--- config.mk ---
export PLATFORM = sky130hd
export DESIGN_NAME = rational_normalizer
export DESIGN_NICKNAME = d
export VERILOG_FILES = /design/src/hw/rtl/rnorm_pkg.sv /design/src/hw/rtl/rational_normalizer.sv /design/src/hw/rtl/rnorm_div.sv
export SDC_FILE = /design/constraint.sdc
export NUM_CORES = 1
export LEC_CHECK = 0
export ABC_AREA = 1
export CORE_MARGIN = 4
export CORE_UTILIZATION = 30
export CTS_BUF_LIST = sky130_fd_sc_hd__clkbuf_8
export DETAILED_ROUTE_END_ITERATION = 16
export DONT_BUFFER_PORTS = 1
export PLACE_DENSITY_LB_ADDON = 0.15
export REMOVE_ABC_BUFFERS = 1
export SYNTH_ARGS = -nofsm -noshare
export SYNTH_HDL_FRONTEND = slang
export SYNTH_SLANG_ARGS = --single-unit
--- constraint.sdc ---
create_clock -name clock -period 5.8 [get_ports clock]
set_clock_uncertainty 0.2 [all_clocks]
set_input_delay 0 -clock clock [delete_from_list [all_inputs] [get_ports clock]]
set_output_delay 0 -clock clock [all_outputs]
set_load 0.02 [all_outputs]
--- src/hw/rtl/rnorm_pkg.sv ---
`default_nettype none

package rnorm_pkg;

   localparam int DATA_WIDTH = 32;

   typedef struct packed {
      logic signed [DATA_WIDTH-1:0] num_in;
      logic signed [DATA_WIDTH-1:0] den_in;
   } req_type;

   typedef struct packed {
      logic signed [DATA_WIDTH-1:0] num_out;
      logic        [DATA_WIDTH-2:0] den_out;
      logic                         den_zero;
   } rsp_type;

endpackage

`default_nettype wire

--- src/hw/rtl/rational_normalizer.sv ---
`default_nettype none

// Channel  Direction  Ports                              Item
// req      in         req_valid, req_ready, req_data     numerator and denominator
// rsp      out        rsp_valid, rsp_ready, rsp_data     reduced fraction and zero flag
//
// Each item runs through one restoring divider. Euclid's loop takes one division
// per remainder step, then two more divisions reduce the magnitudes. A zero
// numerator skips the divisions. Reset is synchronous and needs no sweep.
// A new item is taken while the previous result still waits on rsp_ready.

module rational_normalizer import rnorm_pkg::*; (
   input  wire logic    clock,
   input  wire logic    reset,
   input  wire logic    req_valid,
   output logic         req_ready,
   input  wire req_type req_data,
   output logic         rsp_valid,
   input  wire logic    rsp_ready,
   output rsp_type      rsp_data
);

   localparam int W = DATA_WIDTH;

   localparam logic [2:0] ST_IDLE = 3'd0;
   localparam logic [2:0] ST_GCD  = 3'd1;
   localparam logic [2:0] ST_MOD  = 3'd2;
   localparam logic [2:0] ST_NDIV = 3'd3;
   localparam logic [2:0] ST_DDIV = 3'd4;
   localparam logic [2:0] ST_FIN  = 3'd5;

   logic [2:0]   state_ff, state_in;
   logic         out_valid_ff, out_valid_in;
   rsp_type      out_ff, out_in;
   logic [W-1:0] a_ff, a_in;
   logic [W-1:0] b_ff, b_in;
   logic [W-1:0] nmag_ff, nmag_in;
   logic [W-1:0] dmag_ff, dmag_in;
   logic [W-1:0] rn_ff, rn_in;
   logic [W-1:0] rd_ff, rd_in;
   logic         neg_ff, neg_in;
   logic         dz_ff, dz_in;
   logic         sel_a_ff, sel_a_in;

   logic [W-1:0] n_raw, d_raw, n_mag, d_mag;
   logic [W-1:0] rn_sat, rd_sat, gcd;
   logic         div_start, div_done;
   logic [W-1:0] div_dividend, div_divisor, div_quo, div_rem;

   rnorm_div #(
      .WIDTH (W)
   ) u_div (
      .clock     (clock),
      .reset     (reset),
      .start     (div_start),
      .dividend  (div_dividend),
      .divisor   (div_divisor),
      .done      (div_done),
      .quotient  (div_quo),
      .remainder (div_rem)
   );

   always_comb begin
      n_raw  = req_data.num_in;
      d_raw  = req_data.den_in;
      n_mag  = n_raw[W-1] ? (~n_raw + W'(1)) : n_raw;
      d_mag  = d_raw[W-1] ? (~d_raw + W'(1)) : d_raw;
      gcd    = a_ff | b_ff;
      rn_sat = rn_ff[W-1] ? {1'b0, {(W-1){1'b1}}} : rn_ff;
      rd_sat = rd_ff[W-1] ? {1'b0, {(W-1){1'b1}}} : rd_ff;

      state_in     = state_ff;
      out_valid_in = out_valid_ff;
      out_in       = out_ff;
      a_in         = a_ff;
      b_in         = b_ff;
      nmag_in      = nmag_ff;
      dmag_in      = dmag_ff;
      rn_in        = rn_ff;
      rd_in        = rd_ff;
      neg_in       = neg_ff;
      dz_in        = dz_ff;
      sel_a_in     = sel_a_ff;
      div_start    = 1'b0;
      div_dividend = nmag_ff;
      div_divisor  = a_ff;

      if (out_valid_ff && rsp_ready) begin
         out_valid_in = 1'b0;
      end

      unique case (state_ff)
         ST_IDLE: begin
            if (req_valid) begin
               nmag_in = n_mag;
               dmag_in = d_mag;
               a_in    = n_mag;
               b_in    = d_mag;
               neg_in  = n_raw[W-1] != d_raw[W-1];
               dz_in   = d_mag == '0;
               if (n_mag == '0) begin
                  rn_in    = '0;
                  rd_in    = W'(1);
                  neg_in   = 1'b0;
                  state_in = ST_FIN;
               end else begin
                  state_in = ST_GCD;
               end
            end
         end
         ST_GCD: begin
            if (a_ff == '0 || b_ff == '0) begin
               a_in         = gcd;
               div_start    = 1'b1;
               div_dividend = nmag_ff;
               div_divisor  = gcd;
               state_in     = ST_NDIV;
            end else begin
               sel_a_in     = a_ff > b_ff;
               div_start    = 1'b1;
               div_dividend = (a_ff > b_ff) ? a_ff : b_ff;
               div_divisor  = (a_ff > b_ff) ? b_ff : a_ff;
               state_in     = ST_MOD;
            end
         end
         ST_MOD: begin
            if (div_done) begin
               if (sel_a_ff) begin
                  a_in = div_rem;
               end else begin
                  b_in = div_rem;
               end
               state_in = ST_GCD;
            end
         end
         ST_NDIV: begin
            if (div_done) begin
               rn_in        = div_quo;
               div_start    = 1'b1;
               div_dividend = dmag_ff;
               div_divisor  = a_ff;
               state_in     = ST_DDIV;
            end
         end
         ST_DDIV: begin
            if (div_done) begin
               rd_in    = div_quo;
               state_in = ST_FIN;
            end
         end
         ST_FIN: begin
            if (!out_valid_ff || rsp_ready) begin
               out_in.num_out  = neg_ff ? (~rn_sat + W'(1)) : rn_sat;
               out_in.den_out  = rd_sat[W-2:0];
               out_in.den_zero = dz_ff;
               out_valid_in    = 1'b1;
               state_in        = ST_IDLE;
            end
         end
         default: begin
            state_in = ST_IDLE;
         end
      endcase
   end

   always_ff @(posedge clock) begin
      if (reset) begin
         state_ff     <= ST_IDLE;
         out_valid_ff <= 1'b0;
      end else begin
         state_ff     <= state_in;
         out_valid_ff <= out_valid_in;
      end
   end

   always_ff @(posedge clock) begin
      out_ff   <= out_in;
      a_ff     <= a_in;
      b_ff     <= b_in;
      nmag_ff  <= nmag_in;
      dmag_ff  <= dmag_in;
      rn_ff    <= rn_in;
      rd_ff    <= rd_in;
      neg_ff   <= neg_in;
      dz_ff    <= dz_in;
      sel_a_ff <= sel_a_in;
   end

   assign req_ready = state_ff == ST_IDLE;
   assign rsp_valid = out_valid_ff;
   assign rsp_data  = out_ff;

   // A zero numerator always leaves as 0/1.
   a_zero_num: assert property (@(posedge clock) disable iff (reset)
      rsp_valid && rsp_data.num_out == '0 |-> rsp_data.den_out == (W-1)'(1))
      else $error("zero numerator without unit denominator");

   // A zero denominator with a nonzero numerator gives plus or minus one over zero.
   a_den_zero: assert property (@(posedge clock) disable iff (reset)
      rsp_valid && rsp_data.den_zero && rsp_data.num_out != '0
      |-> rsp_data.den_out == '0 &&
          (rsp_data.num_out == W'(1) || rsp_data.num_out == {W{1'b1}}))
      else $error("zero denominator result malformed");

   // The divider only finishes while the sequencer waits for it.
   a_div_done: assert property (@(posedge clock) disable iff (reset)
      div_done |-> state_ff == ST_MOD || state_ff == ST_NDIV || state_ff == ST_DDIV)
      else $error("divider finished outside a division state");

   // The divider is never started while the previous result is still expected.
   a_div_start: assert property (@(posedge clock) disable iff (reset)
      div_start |=> !div_done)
      else $error("divider restarted too early");

endmodule

`default_nettype wire

--- src/hw/rtl/rnorm_div.sv ---
`default_nettype none

module rnorm_div import rnorm_pkg::*; #(
   parameter int WIDTH = DATA_WIDTH
) (
   input  wire logic             clock,
   input  wire logic             reset,
   input  wire logic             start,
   input  wire logic [WIDTH-1:0] dividend,
   input  wire logic [WIDTH-1:0] divisor,
   output logic                  done,
   output logic      [WIDTH-1:0] quotient,
   output logic      [WIDTH-1:0] remainder
);

   localparam int CW = $clog2(WIDTH + 1);

   logic             busy_ff, busy_in;
   logic             done_ff, done_in;
   logic [CW-1:0]    cnt_ff, cnt_in;
   logic [WIDTH-1:0] rem_ff, rem_in;
   logic [WIDTH-1:0] quo_ff, quo_in;
   logic [WIDTH-1:0] dsr_ff, dsr_in;
   logic [WIDTH:0]   shifted;
   logic [WIDTH:0]   diff;
   logic             fits;

   always_comb begin
      shifted = {rem_ff, quo_ff[WIDTH-1]};
      diff    = shifted - {1'b0, dsr_ff};
      fits    = !diff[WIDTH];
      busy_in = busy_ff;
      done_in = 1'b0;
      cnt_in  = cnt_ff;
      rem_in  = rem_ff;
      quo_in  = quo_ff;
      dsr_in  = dsr_ff;
      if (start) begin
         busy_in = 1'b1;
         cnt_in  = '0;
         rem_in  = '0;
         quo_in  = dividend;
         dsr_in  = divisor;
      end else if (busy_ff) begin
         rem_in = fits ? diff[WIDTH-1:0] : shifted[WIDTH-1:0];
         quo_in = {quo_ff[WIDTH-2:0], fits};
         cnt_in = cnt_ff + CW'(1);
         if (cnt_ff == CW'(WIDTH - 1)) begin
            busy_in = 1'b0;
            done_in = 1'b1;
         end
      end
   end

   always_ff @(posedge clock) begin
      if (reset) begin
         busy_ff <= 1'b0;
         done_ff <= 1'b0;
         cnt_ff  <= '0;
      end else begin
         busy_ff <= busy_in;
         done_ff <= done_in;
         cnt_ff  <= cnt_in;
      end
   end

   always_ff @(posedge clock) begin
      rem_ff <= rem_in;
      quo_ff <= quo_in;
      dsr_ff <= dsr_in;
   end

   assign done      = done_ff;
   assign quotient  = quo_ff;
   assign remainder = rem_ff;

endmodule

`default_nettype wire

==> metrics.md <==
| Metric | Value |
|---|---|
| Status | `finished, final reports clean` |
| Antenna-violating nets left | `0` |
| Worst setup SP type | `input port` |
| DR iter-0 viols | `1648` |
| H-tree depth | `3` |
| Design area | `0.02606 sq mm` |
| Vias/cell | `4.991` |
| CTS tree | `yes` |
| Clk root buf | `clkbuf_8` |
| Number of global-route vias before repair | `18960` |
| Placed insts | `between 3000 and 4000` |
| Synth Warn # | `0` |
| Nets@finish | `3023` |
| Clk slew on worst S/H paths | `0.06 ns` |
| Worst-Margin Slew | `1.180 ns` |
| Synth top area cells | `edfxtp_1, nand2_1, nor2_1, inv_1, ha_1` |
| Fillers | `7590` |
| GR Overflow Total | `0` |
| Core area | `0.07321 sq mm` |
| Num CTS Buffers | `68` |
| Count of final setup violators | `0` |
| Non-filler instance count after layout | `3868` |
| Sequential Power Share | `between 30% and 40%` |
| Area leader, netlist | `edfxtp_1` |
| Clock power frac | `17.9%` |
| Later-pin clock latency in the skew report | `0.65 ns` |
| Mapped Cells | `2704` |
| Comb pwr share | `~44%` |
| CP peak stage delay | `0.59 ns` |
| Fin crit period | `5.626 ns` |
| All-Layer GR Usage | `between 10% and 20%` |
| Hpwl dp | `60.26 mm` |
| Max Clk Rate | `about 180 MHz` |
| Crit path required time | `6.13 ns` |
| Port bufs | `0` |
| Synth top area share | `between 40% and 50%` |
| Crit-path max FO | `5` |
| Sequential fraction of the synthesis area | `between 40% and 50%` |
| Slew HR | `a little over a fifth` |
| Die width | `280.3 um` |
| Synth-to-Final Area Change | `17.11%` |
| Leakage | `10.99 nW` |
| Cell area after placement | `0.02325 sq mm` |
| Row cnt | `approximately 100` |
| DR WL/cell | `20.67 um` |
| Starting Density | `30.39%` |
| Unrepaired setup endpoints after global routing | `no` |
| CTS max path bufs | `3` |
| CP cell instances | `dlygate4sd3_1 -> inv_1 -> nand2_1 -> nor2_2 -> nand2_1 -> nand2_1 -> nand2_1 -> dlygate4sd3_1 -> nand4_1 -> dlygate4sd3_1 -> nor2_1 -> dlygate4sd3_1 -> nand3_1 -> dlygate4sd3_1 -> nor2_2 -> dlygate4sd3_1 -> nand4_1 -> dlygate4sd3_1 -> a21oi_1 -> dlygate4sd3_1` |
| Routed wire length | `79.95 mm` |
| Yosys cell types | `52` |
| Int Pwr | `0.007283 W` |
| DRC viols | `0` |
| Total negative slack | `0 ns` |
| Fin util | `around 36%` |
| Global-route wire length before repair | `119.3 mm` |
| Detailed Routing Iterations Pass 1 | `8` |
| Min-delay worst type | `input port to flop` |
| Layout cells sized above 1 | `7.330%` |
| Crit path max-delay cell type | `dlygate4sd3_1` |
| PD cells | `512.6 mW/mm^2` |
| Arrival time worst endpoint | `5.96 ns` |
| Switching share of power | `45.48%` |
| Tot Pwr | `0.01336 W` |
| Clock Sinks | `approximately 370` |
| #FFs+latches synth | `367` |
| Initial antenna violation count | `4` |
| Vias | `19310` |
| IO Pins | `134` |
| Avg Cell Area, Syn | `~8 sq um` |
| DIE HEIGHT | `about 280 um` |
| CP Capture Type | `flop` |
| Most frequent CP cell | `dlygate4sd3_1` |
| Hold Violations, Final | `0` |
| Postcts setup bufs | `0` |
| Max-slew violation count | `0` |
| Buf+Inv Stages, Crit Path | `9` |
| Final RePlAce weighted congestion | `0.9225` |
| P_sw | `0.006074 W` |
| Die ar. | `0.07859 sq mm` |
| Max-cap violation count | `0` |
| Worst VDD drop | `0.2769 mV` |
| Tcrit/Tclk final | `a little under 100%` |
| Largest net degree at the start of global routing | `67` |
| WS Path Type | `input port to flop` |
| Cell family with most CP delay | `buffers and inverters` |
| Syn Std Cell Area | `between 0.02 and 0.025 sq mm` |
[stage by stage]
| step | worst slack (ns) | hold WS (ns) |
|---|---|---|
| 2_1_floorplan | -0.6218 | -0.1309 |
| 3_3_place_gp | 1.677 | -0.1264 |
| 3_5_place_dp | 1.673 | -0.1243 |
| 4_1_cts | 0.2225 | 0.0001677 |
| 5_1_grt | 0.07568 | 0.02207 |
| 6_report | 0.1739 | 0.05920 |
[state kept, by name, summed over array words and instances (netlist names)]
signal,flops
b_ff,32
u_div.busy_ff,1
u_div.remainder,32
nmag_ff,32
state_ff,3
dmag_ff,32
rsp_valid,1
rsp_data,64
a_ff,32
rd_ff,32
u_div.done,1
neg_ff,1
dz_ff,1
u_div.quotient,32
u_div.dsr_ff,32
u_div.cnt_ff,6
sel_a_ff,1
rn_ff,32
[power by group through the flow]
stage	registers [W]	clock network, W	logic, W
floorplan	0.00482	0	0.00377
global placement	0.00512	0	0.00576
detailed placement	0.00512	0	0.00575
CTS	0.00507	0.00246	0.00591
global route	0.00516	0.00258	0.00658
finish	0.00507	0.00239	0.00590
[cells in the mapped netlist, drive strengths merged]
cell type / n
nand2: 633
nor2: 363
inv: 352
edfxtp: 323
nand3: 211
a21oi: 170
o21ai: 110
ha: 100
xor2: 58
clkbuf: 51
dfxtp: 44
buf: 41
nand4: 40
or2: 37
nor3: 35
xnor2: 25
a22oi: 21
nand3b: 20
o211ai: 13
nor4: 11
o22ai: 10
o21a: 7
o221ai: 5
a21o: 4
o21bai: 4
a31oi: 3
o31ai: 3
a211oi: 2
nor3b: 2
o2111ai: 2
a21boi: 1
a2bb2oi: 1
clkinv: 1
fa: 1
[path summary, 6_finish.rpt]
kind	from	end	slack, ns	cells after the start
worst max-delay path	req_data[32]	state_ff[2]	0.17	20
worst min register to register	u_div.remainder[30]	u_div.remainder[30]	0.28	2
worst min-delay path	req_data[38]	nmag_ff[24]	0.06	7
worst max register to register	a_ff[30]	u_div.dsr_ff[7]	1.50	11
[worst reg2reg max path: stages (launching register included)]
cell      delay (ns)
edfxtp_1        0.40
inv_1           0.15
ha_1            0.28
nor4_1          0.47
nand2_1         0.18
nor2_1          0.27
nand2_1         0.11
nand2_2         0.59
nand2_2         0.63
buf_4           0.46
o21ai_0         0.22
nand2_1         0.07
[cell usage in the layout, fill, tap and decap left out, types with 7 or more instances in the layout]
cell type	count
a21oi_1	165
a22oi_1	21
buf_4	20
clkbuf_8	76
clkinv_1	11
dfxtp_1	44
dlygate4sd3_1	150
edfxtp_1	323
ha_1	100
inv_1	372
nand2_1	608
nand2_2	19
nand3_1	200
nand3_2	9
nand3b_1	20
nand4_1	40
nor2_1	351
nor2_2	10
nor3_1	29
nor4_1	11
o211ai_1	13
o21a_1	7
o21ai_0	88
o21ai_1	20
o22ai_1	10
or2_2	36
xnor2_1	25
xor2_1	58
[cells by family (layout without fill, tap and decap cells)]
logic type	Yosys count	after routing	share of synthesized area [%]
simple gates	1352	1352	26.56
flops	367	367	47.55
xor+xnor	83	83	3.267
compound gates	356	356	8.975
other cells	0	3	0
buf+inv	445	647	7.935
fa+ha+maj	101	101	5.713
[cell type report]
type                            count  area, sq um  share of cell area [%]
Timing Repair Buffer              172         1692                   6.492
Sequential cell                   367        10580                   40.60
Clock buffer                       76         1046                   4.014
Multi-Input combinational cell   1892         9977                   38.29
Antenna cell                        3        7.507                 0.02881
Clock inverter                     46        230.2                  0.8835
Inverter                          353         1325                   5.085
Tap cell                          959         1200                   4.605
[routing by layer]
metal  vias up  GRT usage, %  wire, um
li1       9268             -         -
met1      9259         25.61     34190
met2       656         34.58     38910
met3       124         3.303      4315
met4         0         6.250      2534
met5         -             0         0
[what timing repair did]
item	CTS	global route
endpoints found under the hold margin	221	0
hold buffers	151	0
gates resized for setup	0	2
endpoints found under the setup margin	0	1
(Power assumes the default switching activity.)
